$ cat src/hdl/scwf_pkg.sv
`default_nettype none

package scwf_pkg;

  localparam int DEPTH    = 256;
  localparam int MAX_TAKE = 64;

  localparam int PTR_W    = $clog2(DEPTH);
  localparam int ACTION_W = 2;
  localparam int SAMPLE_W = 3;
  localparam int TAKE_W   = 7;
  localparam int LEAVE_W  = 8;
  localparam int NEED_W   = ((TAKE_W > LEAVE_W) ? TAKE_W : LEAVE_W) + 1;
  localparam int CNT_W    = ((NEED_W > PTR_W) ? NEED_W : PTR_W) + 1;

  localparam int QDEPTH   = 2;
  localparam int QIDX_W   = $clog2(QDEPTH);
  localparam int QFILL_W  = $clog2(QDEPTH + 1);

  localparam logic [ACTION_W-1:0] ACT_CAPTURE = 2'd0;
  localparam logic [ACTION_W-1:0] ACT_READ    = 2'd1;
  localparam logic [ACTION_W-1:0] ACT_CLEAR   = 2'd2;

  typedef enum logic [1:0] {
    CMD_CAPTURE,
    CMD_READ,
    CMD_CLEAR
  } cmd_kind_t;

  typedef enum logic [1:0] {
    ST_IDLE,
    ST_SETUP,
    ST_EMIT
  } back_state_t;

  typedef struct packed {
    cmd_kind_t             kind;
    logic [SAMPLE_W-1:0]   bits;
    logic [TAKE_W-1:0]     take;
    logic [LEAVE_W-1:0]    leave;
  } cmd_t;

  function automatic logic [PTR_W-1:0] ptr_next(input logic [PTR_W-1:0] p);
    ptr_next = (p == PTR_W'(DEPTH - 1)) ? '0 : p + PTR_W'(1);
  endfunction

endpackage

`default_nettype wire

$ cat src/hdl/scwf_if.sv
`default_nettype none

interface scwf_item_if;
  logic                                valid;
  logic                                ready;
  logic [scwf_pkg::ACTION_W-1:0]       action;
  logic [scwf_pkg::SAMPLE_W-1:0]       sample_bits;
  logic [scwf_pkg::TAKE_W-1:0]         take_count;
  logic [scwf_pkg::LEAVE_W-1:0]        leave_count;

  modport source (output valid, action, sample_bits, take_count, leave_count, input ready);
  modport sink   (input valid, action, sample_bits, take_count, leave_count, output ready);
endinterface

interface scwf_result_if;
  logic                                valid;
  logic                                ready;
  logic [scwf_pkg::SAMPLE_W-1:0]       sample;
  logic                                padded;
  logic                                last;

  modport source (output valid, sample, padded, last, input ready);
  modport sink   (input valid, sample, padded, last, output ready);
endinterface

`default_nettype wire

$ cat src/hdl/scwf_front.sv
`default_nettype none

module scwf_front (
  input  wire logic           clk,
  input  wire logic           rst,
  scwf_item_if.sink           item,
  output logic                cmd_valid,
  input  wire logic           cmd_ready,
  output scwf_pkg::cmd_t      cmd
);

  scwf_pkg::cmd_t                   q [scwf_pkg::QDEPTH];
  logic [scwf_pkg::QIDX_W-1:0]      wr_idx;
  logic [scwf_pkg::QIDX_W-1:0]      rd_idx;
  logic [scwf_pkg::QFILL_W-1:0]     fill;

  logic                             accept;
  logic                             keep;
  logic                             push;
  logic                             pop;
  scwf_pkg::cmd_t                   decoded;

  assign item.ready = (fill != scwf_pkg::QFILL_W'(scwf_pkg::QDEPTH));
  assign accept     = item.valid && item.ready;
  assign push       = accept && keep;
  assign cmd_valid  = (fill != '0);
  assign pop        = cmd_valid && cmd_ready;
  assign cmd        = q[rd_idx];

  // Unused action codes are taken and dropped here; they never reach the ring.
  always_comb begin
    keep          = 1'b1;
    decoded.kind  = scwf_pkg::CMD_CAPTURE;
    decoded.bits  = item.sample_bits;
    decoded.leave = item.leave_count;
    decoded.take  = (item.take_count > scwf_pkg::TAKE_W'(scwf_pkg::MAX_TAKE))
                  ? scwf_pkg::TAKE_W'(scwf_pkg::MAX_TAKE) : item.take_count;
    case (item.action)
      scwf_pkg::ACT_CAPTURE: decoded.kind = scwf_pkg::CMD_CAPTURE;
      scwf_pkg::ACT_READ:    decoded.kind = scwf_pkg::CMD_READ;
      scwf_pkg::ACT_CLEAR:   decoded.kind = scwf_pkg::CMD_CLEAR;
      default:               keep = 1'b0;
    endcase
  end

  always_ff @(posedge clk) begin
    if (push) begin
      q[wr_idx] <= decoded;
    end
  end

  always_ff @(posedge clk) begin
    if (rst) begin
      wr_idx <= '0;
      rd_idx <= '0;
      fill   <= '0;
    end else begin
      if (push) begin
        wr_idx <= (wr_idx == scwf_pkg::QIDX_W'(scwf_pkg::QDEPTH - 1))
                ? '0 : wr_idx + scwf_pkg::QIDX_W'(1);
      end
      if (pop) begin
        rd_idx <= (rd_idx == scwf_pkg::QIDX_W'(scwf_pkg::QDEPTH - 1))
                ? '0 : rd_idx + scwf_pkg::QIDX_W'(1);
      end
      if (push && !pop) begin
        fill <= fill + scwf_pkg::QFILL_W'(1);
      end else if (pop && !push) begin
        fill <= fill - scwf_pkg::QFILL_W'(1);
      end
    end
  end

endmodule

`default_nettype wire

$ cat src/hdl/scwf_back.sv
`default_nettype none

module scwf_back (
  input  wire logic             clk,
  input  wire logic             rst,
  input  wire logic             cmd_valid,
  output logic                  cmd_ready,
  input  wire scwf_pkg::cmd_t   cmd,
  scwf_result_if.source         result
);

  scwf_pkg::back_state_t            state;
  scwf_pkg::back_state_t            state_next;

  logic [scwf_pkg::SAMPLE_W-1:0]    mem [scwf_pkg::DEPTH];
  logic [scwf_pkg::SAMPLE_W-1:0]    rd_q;

  logic [scwf_pkg::PTR_W-1:0]       wp;
  logic [scwf_pkg::PTR_W-1:0]       rp;
  logic [scwf_pkg::TAKE_W-1:0]      take_r;
  logic [scwf_pkg::LEAVE_W-1:0]     leave_r;
  logic [scwf_pkg::TAKE_W-1:0]      pad_r;
  logic [scwf_pkg::TAKE_W-1:0]      k;
  logic [scwf_pkg::SAMPLE_W-1:0]    oldest;

  logic                             b_valid;
  logic                             b_pad;
  logic                             b_last;

  logic                             out_valid;
  logic [scwf_pkg::SAMPLE_W-1:0]    out_sample;
  logic                             out_padded;
  logic                             out_last;

  logic                             pop;
  logic                             b_move;
  logic                             b_free;
  logic                             issue;
  logic                             issue_pad;
  logic                             issue_last;
  logic                             wr_en;
  logic                             rd_en;

  logic                             ring_empty;
  logic [scwf_pkg::CNT_W-1:0]       count;
  logic [scwf_pkg::CNT_W-1:0]       need;
  logic [scwf_pkg::CNT_W-1:0]       diff;
  logic [scwf_pkg::CNT_W-1:0]       skip;
  logic [scwf_pkg::PTR_W:0]         rp_sum;
  logic [scwf_pkg::PTR_W-1:0]       rp_setup;
  logic [scwf_pkg::TAKE_W-1:0]      pad_setup;
  logic [scwf_pkg::PTR_W-1:0]       wp_inc;

  assign result.valid  = out_valid;
  assign result.sample = out_sample;
  assign result.padded = out_padded;
  assign result.last   = out_last;

  assign b_move     = b_valid && (!out_valid || result.ready);
  assign b_free     = !b_valid || b_move;
  // A new command waits until the last read data has left rd_q.
  assign cmd_ready  = (state == scwf_pkg::ST_IDLE) && !b_valid;
  assign pop        = cmd_valid && cmd_ready;
  assign issue      = (state == scwf_pkg::ST_EMIT) && b_free;
  assign issue_pad  = (k < pad_r);
  assign issue_last = ((k + scwf_pkg::TAKE_W'(1)) == take_r);
  assign wr_en      = pop && (cmd.kind == scwf_pkg::CMD_CAPTURE);
  assign rd_en      = (pop && (cmd.kind == scwf_pkg::CMD_READ)) || (issue && !issue_pad);
  assign wp_inc     = scwf_pkg::ptr_next(wp);

  // Window setup: occupancy, padding length and how far to skip the oldest excess.
  always_comb begin
    ring_empty = (rp == wp);
    count = (wp >= rp)
          ? (scwf_pkg::CNT_W'(wp) - scwf_pkg::CNT_W'(rp))
          : (scwf_pkg::CNT_W'(wp) + scwf_pkg::CNT_W'(scwf_pkg::DEPTH) - scwf_pkg::CNT_W'(rp));
    need      = scwf_pkg::CNT_W'(take_r) + scwf_pkg::CNT_W'(leave_r);
    diff      = need - count;
    skip      = count - need - scwf_pkg::CNT_W'(1);
    rp_sum    = (scwf_pkg::PTR_W + 1)'(rp) + (scwf_pkg::PTR_W + 1)'(skip);
    rp_setup  = rp;
    pad_setup = '0;
    if (ring_empty) begin
      pad_setup = take_r;
    end else if (need > count) begin
      pad_setup = (diff > scwf_pkg::CNT_W'(take_r)) ? take_r : scwf_pkg::TAKE_W'(diff);
    end else if (count > need + scwf_pkg::CNT_W'(1)) begin
      rp_setup = (rp_sum >= (scwf_pkg::PTR_W + 1)'(scwf_pkg::DEPTH))
               ? scwf_pkg::PTR_W'(rp_sum - (scwf_pkg::PTR_W + 1)'(scwf_pkg::DEPTH))
               : scwf_pkg::PTR_W'(rp_sum);
    end
  end

  always_ff @(posedge clk) begin
    if (rst) begin
      state <= scwf_pkg::ST_IDLE;
    end else begin
      state <= state_next;
    end
  end

  always_comb begin
    state_next = state;
    case (state)
      scwf_pkg::ST_IDLE: begin
        if (pop && (cmd.kind == scwf_pkg::CMD_READ)) begin
          state_next = scwf_pkg::ST_SETUP;
        end
      end
      scwf_pkg::ST_SETUP: begin
        state_next = (take_r == '0) ? scwf_pkg::ST_IDLE : scwf_pkg::ST_EMIT;
      end
      scwf_pkg::ST_EMIT: begin
        if (issue && issue_last) begin
          state_next = scwf_pkg::ST_IDLE;
        end
      end
      default: state_next = scwf_pkg::ST_IDLE;
    endcase
  end

  always_ff @(posedge clk) begin
    if (wr_en) begin
      mem[wp] <= cmd.bits;
    end
    if (rd_en) begin
      rd_q <= mem[rp];
    end
  end

  always_ff @(posedge clk) begin
    if (rst) begin
      wp        <= '0;
      rp        <= '0;
      b_valid   <= 1'b0;
      out_valid <= 1'b0;
    end else begin
      if (wr_en) begin
        wp <= wp_inc;
        // The ring keeps one slot free, so a full ring drops its oldest sample.
        if (wp_inc == rp) begin
          rp <= scwf_pkg::ptr_next(rp);
        end
      end
      if (pop && (cmd.kind == scwf_pkg::CMD_CLEAR)) begin
        rp <= wp;
      end
      if (state == scwf_pkg::ST_SETUP) begin
        rp <= rp_setup;
      end
      if (issue && !issue_pad) begin
        rp <= scwf_pkg::ptr_next(rp);
      end
      if (issue) begin
        b_valid <= 1'b1;
      end else if (b_move) begin
        b_valid <= 1'b0;
      end
      if (b_move) begin
        out_valid <= 1'b1;
      end else if (result.ready) begin
        out_valid <= 1'b0;
      end
    end
  end

  always_ff @(posedge clk) begin
    if (pop) begin
      take_r  <= cmd.take;
      leave_r <= cmd.leave;
    end
    if (state == scwf_pkg::ST_SETUP) begin
      pad_r  <= pad_setup;
      oldest <= ring_empty ? '0 : rd_q;
      k      <= '0;
    end
    if (issue) begin
      k      <= k + scwf_pkg::TAKE_W'(1);
      b_pad  <= issue_pad;
      b_last <= issue_last;
    end
    if (b_move) begin
      out_sample <= b_pad ? oldest : rd_q;
      out_padded <= b_pad;
      out_last   <= b_last;
    end
  end

`ifndef SYNTHESIS
  a_capture_not_empty: assert property (@(posedge clk) disable iff (rst)
    wr_en |=> (rp != wp))
    else $error("ring empty right after a capture");

  a_clear_empties: assert property (@(posedge clk) disable iff (rst)
    (pop && (cmd.kind == scwf_pkg::CMD_CLEAR)) |=> (rp == wp))
    else $error("ring not empty right after a clear");

  a_emit_in_range: assert property (@(posedge clk) disable iff (rst)
    (state == scwf_pkg::ST_EMIT) |-> (k < take_r))
    else $error("window index past take count");

  a_setup_drained: assert property (@(posedge clk) disable iff (rst)
    (state == scwf_pkg::ST_SETUP) |-> !b_valid)
    else $error("read data still pending during window setup");
`endif

endmodule

`default_nettype wire

$ cat src/hdl/signal_capture_window_fifo.sv
`default_nettype none

// Channel   Role   Payload
// item      sink   action[1:0], sample_bits[2:0], take_count[6:0], leave_count[7:0]
// result    source sample[2:0], padded, last
//
// Items pass through a two-entry command queue; a capture or clear is applied as the
// ring engine takes it, a read passes through a setup state and then streams one
// result per cycle while the sink keeps up, from the single-port ring memory.
// Reset empties the ring by zeroing both pointers; the memory itself is not cleared.
// Results sit in an output register; a stalled sink holds the engine and the queue.

module signal_capture_window_fifo (
  input  wire logic     clk,
  input  wire logic     rst,
  scwf_item_if.sink     item,
  scwf_result_if.source result
);

  logic             cmd_valid;
  logic             cmd_ready;
  scwf_pkg::cmd_t   cmd;

  scwf_front u_front (
    .clk       (clk),
    .rst       (rst),
    .item      (item),
    .cmd_valid (cmd_valid),
    .cmd_ready (cmd_ready),
    .cmd       (cmd)
  );

  scwf_back u_back (
    .clk       (clk),
    .rst       (rst),
    .cmd_valid (cmd_valid),
    .cmd_ready (cmd_ready),
    .cmd       (cmd),
    .result    (result)
  );

endmodule

`default_nettype wire

$ cat src/flat_wrapper.sv
// flat-port wrapper written by rule: the top's interface ports become plain ports
module signal_capture_window_fifo_flat 
  (clk, rst, item_valid, item_action, item_sample_bits, item_take_count, item_leave_count, item_ready, result_valid, result_sample, result_padded, result_last, result_ready);
  scwf_item_if item_i ();
  scwf_result_if result_i ();
  input  wire logic clk;
  input  wire logic rst;
  input wire logic [$bits(item_i.valid)-1:0] item_valid;
  input wire logic [$bits(item_i.action)-1:0] item_action;
  input wire logic [$bits(item_i.sample_bits)-1:0] item_sample_bits;
  input wire logic [$bits(item_i.take_count)-1:0] item_take_count;
  input wire logic [$bits(item_i.leave_count)-1:0] item_leave_count;
  output wire logic [$bits(item_i.ready)-1:0] item_ready;
  output wire logic [$bits(result_i.valid)-1:0] result_valid;
  output wire logic [$bits(result_i.sample)-1:0] result_sample;
  output wire logic [$bits(result_i.padded)-1:0] result_padded;
  output wire logic [$bits(result_i.last)-1:0] result_last;
  input wire logic [$bits(result_i.ready)-1:0] result_ready;
  assign item_i.valid = item_valid;
  assign item_i.action = item_action;
  assign item_i.sample_bits = item_sample_bits;
  assign item_i.take_count = item_take_count;
  assign item_i.leave_count = item_leave_count;
  assign item_ready = item_i.ready;
  assign result_valid = result_i.valid;
  assign result_sample = result_i.sample;
  assign result_padded = result_i.padded;
  assign result_last = result_i.last;
  assign result_i.ready = result_ready;
  signal_capture_window_fifo u_core (.clk(clk), .rst(rst), .item(item_i), .result(result_i));
endmodule
$ cat config.mk
export PLATFORM = sky130hd
export DESIGN_NAME = signal_capture_window_fifo_flat
export DESIGN_NICKNAME = d
export VERILOG_FILES = /design/src/hdl/scwf_pkg.sv /design/src/hdl/scwf_if.sv /design/src/hdl/scwf_front.sv /design/src/hdl/scwf_back.sv /design/src/hdl/signal_capture_window_fifo.sv /design/src/flat_wrapper.sv
export SDC_FILE = /design/constraint.sdc
export NUM_CORES = 1
export LEC_CHECK = 0
export ABC_AREA = 1
export BUFFER_PORTS_ARGS = -buffer_cell sky130_fd_sc_hd__buf_2
export CAP_MARGIN = 15
export CELL_PAD_IN_SITES_DETAIL_PLACEMENT = 1
export CELL_PAD_IN_SITES_GLOBAL_PLACEMENT = 2
export CORE_MARGIN = 3
export CORE_UTILIZATION = 28
export CTS_CLUSTER_SIZE = 8
export DETAILED_ROUTE_END_ITERATION = 12
export GPL_TIMING_DRIVEN = 1
export PLACE_DENSITY_LB_ADDON = 0.1
export RECOVER_POWER = 50
export SYNTH_ARGS = -nofsm -noshare
export SYNTH_HDL_FRONTEND = slang
export SYNTH_SLANG_ARGS = --single-unit
export TNS_END_PERCENT = 1
$ cat constraint.sdc
create_clock -name clk -period 13.5 [get_ports clk]
set_clock_uncertainty 0.05 [all_clocks]
set_input_delay 2.025 -clock clk [delete_from_list [all_inputs] [get_ports clk]]
set_output_delay 2.025 -clock clk [all_outputs]
set_load 0.02 [all_outputs]
* Word level (Yosys, flattened, before mapping)
Memories as Yosys holds them, arrays and structs flattened. A register that Yosys moved wholly into a read port is not among the register bits.
Cells that the tools add are included.
** Word-level totals
- Input port bits :: 24
- Bits in latches :: 0
- Memory bits (writable) :: 808
- ROM bits :: 0
- Word-level logic and storage cells :: 135
- Memories :: 2
- Register bits :: 63
- Output and inout bits :: 7
** Memories
- u_core.u_back.mem :: depth 256, bits a word 3, read ports 1, clocked after Yosys merged registers in 1, wr ports 1, line scwf_back.sv:15 : logic [scwf_pkg::SAMPLE_W-1:0] mem [scwf_pkg::DEPTH];
- u_core.u_front.q :: depth 2, bits a word 20, read ports 1, clocked after Yosys merged registers in 1, wr ports 1, line scwf_front.sv:12 : scwf_pkg::cmd_t q [scwf_pkg::QDEPTH];
** Operators by class
- Add/subtract/negate cells :: 17
- Mux-type cells :: 39
- $mul :: 0
- Div/mod/pow operators :: 0
- Magnitude comparators :: 7
- Bitwise logic cells :: 0
- Reduce and logical (&&, ||, !) cells :: 35
- Equality and inequality tests :: 17
- Shift-type cells :: 0
** Operator list (count)
- 8-bit two-way mux :: 11
- 7-bit two-way mux :: 6
- 8-bit by 1-bit adder with 8-bit output (second input constant) :: 2
- 8-bit equality test :: 2
- 8-bit equality test (second input constant) :: 2
- 1-bit logical AND :: 13
- 1-bit two-way mux :: 13
- 8-bit by 9-bit adder with 10-bit output (second input constant) :: 1
- 9-bit by 1-bit adder with 10-bit output (second input constant) :: 1
- 10-bit greater-than comparator :: 1
- 10-bit by 7-bit greater-than comparator with 1-bit output :: 1
- 9-bit by 10-bit greater-than comparator with 1-bit output :: 1
- 10-bit two-way mux :: 1
- 2-bit two-way mux :: 5
- 2-bit nonzero test :: 5
- 10-bit by 8-bit subtractor with 10-bit output :: 1
- 9-bit by 10-bit subtractor with 10-bit output :: 1
- 7-bit by 8-bit adder with 9-bit output :: 1
- 8-bit by 9-bit adder with 9-bit output :: 1
- 9-bit >= comparator (second input constant) :: 1
- 3-bit != test (second input constant) :: 3
- 8-bit by 8-bit subtractor with 9-bit output :: 1
- 9-bit by 1-bit subtractor with 9-bit output (second input constant) :: 1
- 9-bit subtractor :: 1
- other kinds (24) :: 39

* Depth between registers and ports, before layout
Gate-level depths: netlist of run 1.
- Depth in word-level cells :: 13
- Gate-level depth with buffers :: 30
- Gate-level depth less buffers :: 29

* Modules after synthesis
A second synthesis of run 1 with hierarchy kept.
** Unflattened totals
- Cell total of the unflattened synthesis :: 3508
- Area, all modules :: 38841.0 um^2
** By module, submodules not included
- scwf_back :: instances 1, cells an instance 3390, area each 36975.5 um^2
- scwf_front :: instances 1, cells an instance 118, area each 1865.5 um^2

* Worst setup path after synthesis of run 1
No wires, ideal clock.
- Path type :: register to register
- Start :: register with a tool-made name
- End :: memory u_core.u_back.mem[0][0] (netlist bit), data pin
- Clock period less this slack :: 4.718 ns
- Setup time :: 0.822 ns
- Stages on the path, launching flop included :: 5
- Data required time :: 12.628 ns
- Slack :: 8.782 ns
- Data arrival time :: 3.846 ns
- Path buffers :: 2
- Path through :: dfxtp_1 -> buf_4 -> clkbuf_1 -> nand2_1 -> nand2_1
** RTL lines (line)
- end: declaration :: scwf_back.sv:15

==> reports/results.ini, run 1 <==
[outcome]
status=complete, but fails checks
violations=max-capacitance violations, max-slew violations

[floorplan]
num_io_pins=31
die_y_um=381.1
std_cell_rows=136
design.core.area_mm2=0.1385
start_util=0.2844
die_w_um=381.1
die_area_mm2=0.1452

[logic_synthesis]
synthArstFlopShare=0
netlist_area_mm2=0.03939
synth-edff-count=850
seq_area_frac_synth=0.6607
mappedNetlistNets=3854
syn_inst=3758
syn_area_per_cell_um2=10.48
synth.distinct_cells=48
synthFlopType=edfxtp_1
ys_ff_latch=875
synth_warnings=0

[placement]
place.gp.congestion=0.7476
placed_cells=5477
port_buffers=30
dp_hpwl_um=79240

[clock_tree]
cts_resized=0
cts.sinks=875
cts_buffers=130
cts_max_level=4
post_cts_buffers=0
worstSkewPairLatency_ps=750
clock-root-buffer=clkbuf_16
cts_tree=yes
clkTransAtPathRegs_ps=50
hold_buffers=0
clock_tree.buffer_depth=3

[route]
first_iter_violations=1632
routed_via_density=4.767
vias=26960
drt-total-wl_um=134300
drtPass1Iterations=5
drt-wirelength-per-cell_um=23.75
antenna_left=0
drc_errors=0

[setup_path]
critPathCaptureType=register
start_kind=register
cp.required_ps=13840
worstPathMaxFanout=79
setup.worst_path.class=register to register
arrival_ps=7930

[global_routing]
grt.overflow.total=0
track_usage=0.1841
grt_pass1_vias=28720
grt_max_degree=179
grt_pass1_wl_um=197500
antenna_found_initial=4

[timing]
setup_tns_ps=0
slew_viol_final=575
fmax_mhz=131.8
setup_viol=0
worst_slew_pin_slew_ps=3535
rsz0062_at_grt=no
fin_crit_sh=0.5621
relSlewSlack=-1.356
min_period_ps=7589
hold_viol=0

[power]
p_leak_uw=0.01610
vdd_drop_max_mv=0.2456
power.density_mw_per_mm2=282.8

[flow_run]
maxCapViolations=13

[final_layout]
synthToLayoutAreaGrowth_pct=13.88
fill_cells=15420
final_util=0.3238
drive_gt1_frac=0.06464
fin_cells=5654
final_nets=3842

[worst_hold_path]
hp-class=register to register
min_from=u_core.u_back.b_last$_DFFE_PP_

-- layout by cell type (no fill, tap or decap), drive strengths merged --
cell	count
a21boi	1
a21o	3
a21oi	94
a31oi	6
a41oi	1
buf	50
bufinv	1
clkbuf	185
clkinv	10
clkinvlp	1
conb	1
dfxtp	25
diode	1
edfxtp	850
fa	11
ha	61
inv	163
mux2i	1
nand2	1087
nand3	632
nand3b	4
nand4	18
nor2	403
nor3	5
nor4	2
o211ai	14
o21a	2
o21ai	95
o21bai	3
o22ai	19
o31ai	3
o41ai	1
or2	3
xnor2	8
xor2	27
-- worst max-delay path, cell delays in order (launching register included) --
cell	delay, ps
dfxtp_1	290
clkbuf_1	420
inv_1	700
nand2_1	100
nand2_1	1920
clkbuf_1	2600
buf_4	1010
-- per-stage QoR --
step	worst slack, ps	instance area (µm²)	hold WS, ps	total power, µW
floorplan	8782	39390	350.3	7691
global placement	7564	41290	388.6	9869
detailed placement	7617	41290	377.3	9825
CTS	7577	45010	389.3	12930
global route	4939	44850	392.7	13760
finish	5911	44860	381.6	12690
-- Yosys cell counts, types with 4 or more instances --
cell type	number	area, µm²
buf_2	110	550.5
nor3_1	5	25.02
nor2_2	4	25.02
edfxtp_1	850	25520
inv_2	5	18.77
a31oi_1	6	37.54
inv_1	154	578.1
ha_1	61	763.2
nand2_2	21	131.4
o211ai_1	13	97.59
nor2_4	8	90.09
nand3b_1	4	30.03
buf_4	11	82.58
o22ai_1	19	118.9
o21ai_0	93	465.5
nand3_1	628	3143
a21oi_1	93	465.5
fa_1	11	220.2
xnor2_1	8	70.07
clkbuf_1	74	277.8
buf_1	20	75.07
nand2_1	1065	3998
nor2_1	390	1464
xor2_1	27	236.5
nand4_1	18	112.6
dfxtp_1	25	500.5
-- layout make-up --
class / count / area, µm² / share of cell area
timing repair buffer: 72 / 435.4 / 0.009707
clock buffer: 163 / 3546 / 0.07905
inverter: 162 / 624.3 / 0.01392
tap: 1863 / 2331 / 0.05197
multi-input combinational: 2505 / 11710 / 0.2609
antenna: 1 / 2.502 / 0.00005579
sequential: 875 / 26040 / 0.5805
clock inverter: 13 / 173.9 / 0.003877
-- flip-flops by register name, summed over array words and instances, names as in the netlist, 2 cells and up, named ones only --
name                         flops
u_core.u_back.take_r             7
u_core.u_back.mem              768
u_core.u_front.q                40
u_core.u_back.oldest             3
u_core.u_back.rp                 8
u_core.u_front.fill              2
u_core.u_back.wp                 8
u_core.u_back.state              2
u_core.u_back.leave_r            8
u_core.u_back.rd_q               3
u_core.u_back.k                  7
u_core.u_back.pad_r              7
u_core.u_back.result.sample      3
-- cell families (layout without fill, tap and decap cells) --
logic type	after synthesis	in the layout	share of synthesized area
AND/OR/NAND/NOR	2154	2154	0.2318
XOR/XNOR	35	35	0.007783
multiplexers	1	1	0.0002541
other	1	2	0.00009520
adder cells (fa/ha/maj)	72	72	0.02497
flip-flops	875	875	0.6607
buffers and inverters	378	410	0.04082
AO/OA/AOI/OAI	242	242	0.03361
-- worst paths after layout --
kind | endpoint | slack [ps] | cells after the start
max | u_core.u_back.mem[226][2]$_DFFE_PP_ | 5910 | 6
min | u_core.u_back.result.last$_DFFE_PP_ | 380 | 0
max reg2reg | u_core.u_back.mem[226][2]$_DFFE_PP_ | 5910 | 6
min reg2reg | u_core.u_back.result.last$_DFFE_PP_ | 380 | 0
-- per-layer routing --
metal | track usage | vias to the layer above | part of all wire
met1 | 0.2562 | 13480 | 0.48
met5 | 0 | - | 0
met4 | 0.05388 | 0 | 0.024
li1 | - | 12920 | -
met2 | 0.2961 | 378 | 0.46
met3 | 0.02873 | 180 | 0.031
-- power breakdown --
group | internal, µW | switching, µW | leakage, µW
Clock | 1840 | 1200 | 0.00181
Combinational | 1720 | 4270 | 0.00639
Sequential | 3470 | 182 | 0.00789
Power figures use the tool's default switching activity.
==> run 2, diff against run 1 <==
Clock period 13.5 ns to 6.1 ns, I/O delays scaled along.
==> run 2 against run 1 <==
  * Register-to-register slack got worse by 5000 ps
  * The flow still finishes with violations (max-capacitance violations, max-slew violations)
  * Count of clock-buffer cells in the layout fell by 15
  * Non-clock buffer count rose by 8
  * Sequential cell count did not move
  * Global-route usage fell by 0.22 points
  * Critical path type unchanged
  * Critical path depth rose by 2
==> reports/results.ini, run 2 (synthesis results as in run 1) <==
[final_layout]
layout_common_cells=nand2_1, edfxtp_1, nand3_1  ; unchanged
final_nets=3841  ; was 3842
layout_commonest_cell=nand2_1  ; unchanged
synthToLayoutAreaGrowth_pct=13.15  ; was 13.88%
fill_cells=15420  ; about the same
reg.largest.list=u_core.u_back.mem x768, u_core.u_front.q x40  ; unchanged
antenna_cells=0  ; was 1
largest_reg_flops=768  ; unchanged
drive_gt1_frac=0.06354  ; was 0.06464
largest-register=u_core.u_back.mem  ; unchanged

[power]
vdd_drop_max_mv=0.4503  ; was 0.2456 mV
power.density_mw_per_mm2=619.8  ; was 282.8 mW/mm²
p_leak_uw=0.01594  ; was 0.01610 µW

[clock_tree]
cts_buffers=121  ; was 130
clock-root-buffer=clkbuf_16  ; unchanged
cts_max_level=3  ; was 4
cts_tree=yes  ; unchanged
post_cts_buffers=0  ; unchanged
clkTransAtPathRegs_ps=50  ; about the same
cts.sinks=875  ; unchanged
clock_tree.buffer_depth=3  ; unchanged
hold_buffers=0  ; unchanged
cts_resized=0  ; unchanged
worstSkewPairLatency_ps=740  ; was 750 ps

[route]
drc_errors=0  ; unchanged
first_iter_violations=1613  ; was 1632
antenna_left=0  ; unchanged
vias=26980  ; was 26960
drt-total-wl_um=133200  ; was 134300 µm
routed_via_density=4.784  ; was 4.767
drtPass1Iterations=7  ; was 5
drt-wirelength-per-cell_um=23.62  ; was 23.75 µm

[floorplan]
std_cell_rows=136  ; unchanged
die_w_um=381.1  ; unchanged
die_area_mm2=0.1452  ; unchanged
start_util=0.2844  ; unchanged
design.core.area_mm2=0.1385  ; unchanged
die_y_um=381.1  ; unchanged
num_io_pins=31  ; unchanged

[global_routing]
grt_max_degree=166  ; was 179
grt.overflow.total=0  ; unchanged
antenna_found_initial=7  ; was 4
track_usage=0.1819  ; was 0.1841
grt_pass1_wl_um=196000  ; was 197500 µm
grt_pass1_vias=28770  ; was 28720

[timing]
setup_tns_ps=0  ; unchanged
fmax_mhz=192.6  ; was 131.8 MHz
slew_viol_final=413  ; was 575
hold_viol=0  ; unchanged
relSlewSlack=-0.7976  ; was -1.356
rsz0062_at_grt=no  ; unchanged
holdWs_ps=328.3  ; was 381.6 ps
min_period_ps=5192  ; was 7589 ps
setup_viol=0  ; unchanged
fin_crit_sh=0.8512  ; was 0.5621
worst_slew_pin_slew_ps=2696  ; was 3535 ps

[setup_path]
setup.worst_path.class=register to register  ; unchanged
arrival_ps=5520  ; was 7930 ps
start_kind=register  ; unchanged
critPathCaptureType=register  ; unchanged
worstPathMaxFanout=22  ; was 79
cp.required_ps=6430  ; was 13840 ps

[placement]
dp_hpwl_um=77250  ; was 79240 µm
port_buffers=30  ; unchanged
place.gp.congestion=0.7567  ; was 0.7476

[flow_run]
maxCapViolations=6  ; was 13

[outcome]
violations=max-capacitance violations, max-slew violations  ; unchanged
status=complete, but fails checks  ; unchanged

[worst_hold_path]
hp-class=input pin to register  ; was register to register

## run 2: stage by stage
| stage | std cells | area (µm²) | utilization | power [µW] | setup WS (ps) |
|---|---|---|---|---|---|
| 3_5_place_dp | 5484 | 41420 | 0.2990 | 21910 | 1051 |
| 3_3_place_gp | 5484 | 41420 | 0.2990 | 22010 | 1027 |
| 5_1_grt | 5640 | 44570 | 0.3218 | 30020 | 300.2 |
| 6_report | 5640 | 44570 | 0.3218 | 27630 | 907.8 |
| 4_1_cts | 5639 | 44720 | 0.3228 | 28190 | 1048 |
| 2_1_floorplan | 3758 | 39390 | - | 17020 | 1382 |
## run 2: layout make-up
type,count,area (µm²),share of cell area
clock buffers,148,3193,0.07164
inverters,162,625.6,0.01404
well taps,1863,2331,0.05230
multi-input cells,2505,11750,0.2636
flip-flops and latches,875,26040,0.5842
repair buffers,80,526.8,0.01182
clock inverters,7,105.1,0.002358
## run 2: critical path, cell delays in order (launching register included)
cell	delay (ps)
dfxtp_1	590
inv_1	670
nand2_1	110
nand2_1	130
nand2_1	70
nor2_1	1280
nand3_1	1010
buf_4	580
nor2_1	330
## run 2: path summary, 6_finish.rpt
path | start | endpoint | slack (ps) | cells past startpoint
max | register | u_core.u_back.mem[227][1]$_DFFE_PP_ | 910 | 8
min | item_sample_bits[2] | u_core.u_front.q[1][17]$_DFFE_PP_ | 330 | 1
max reg2reg | register | u_core.u_back.mem[227][1]$_DFFE_PP_ | 910 | 8
min reg2reg | u_core.u_back.b_last$_DFFE_PP_ | u_core.u_back.result.last$_DFFE_PP_ | 390 | 0
## run 2: per-layer routing
layer	vias up	share of wire	global-route usage
met5	-	0	0
met4	0	0.019	0.03986
met3	172	0.030	0.02797
met2	325	0.48	0.3057
met1	13600	0.47	0.2477
li1	12890	-	-
## run 2: where the power goes
group | switching (µW) | total, µW | internal [µW]
sequential | 207 | 7850 | 7650
clock | 2510 | 6140 | 3630
combinational | 9780 | 13600 | 3850
total | 12500 | 27600 | 15100
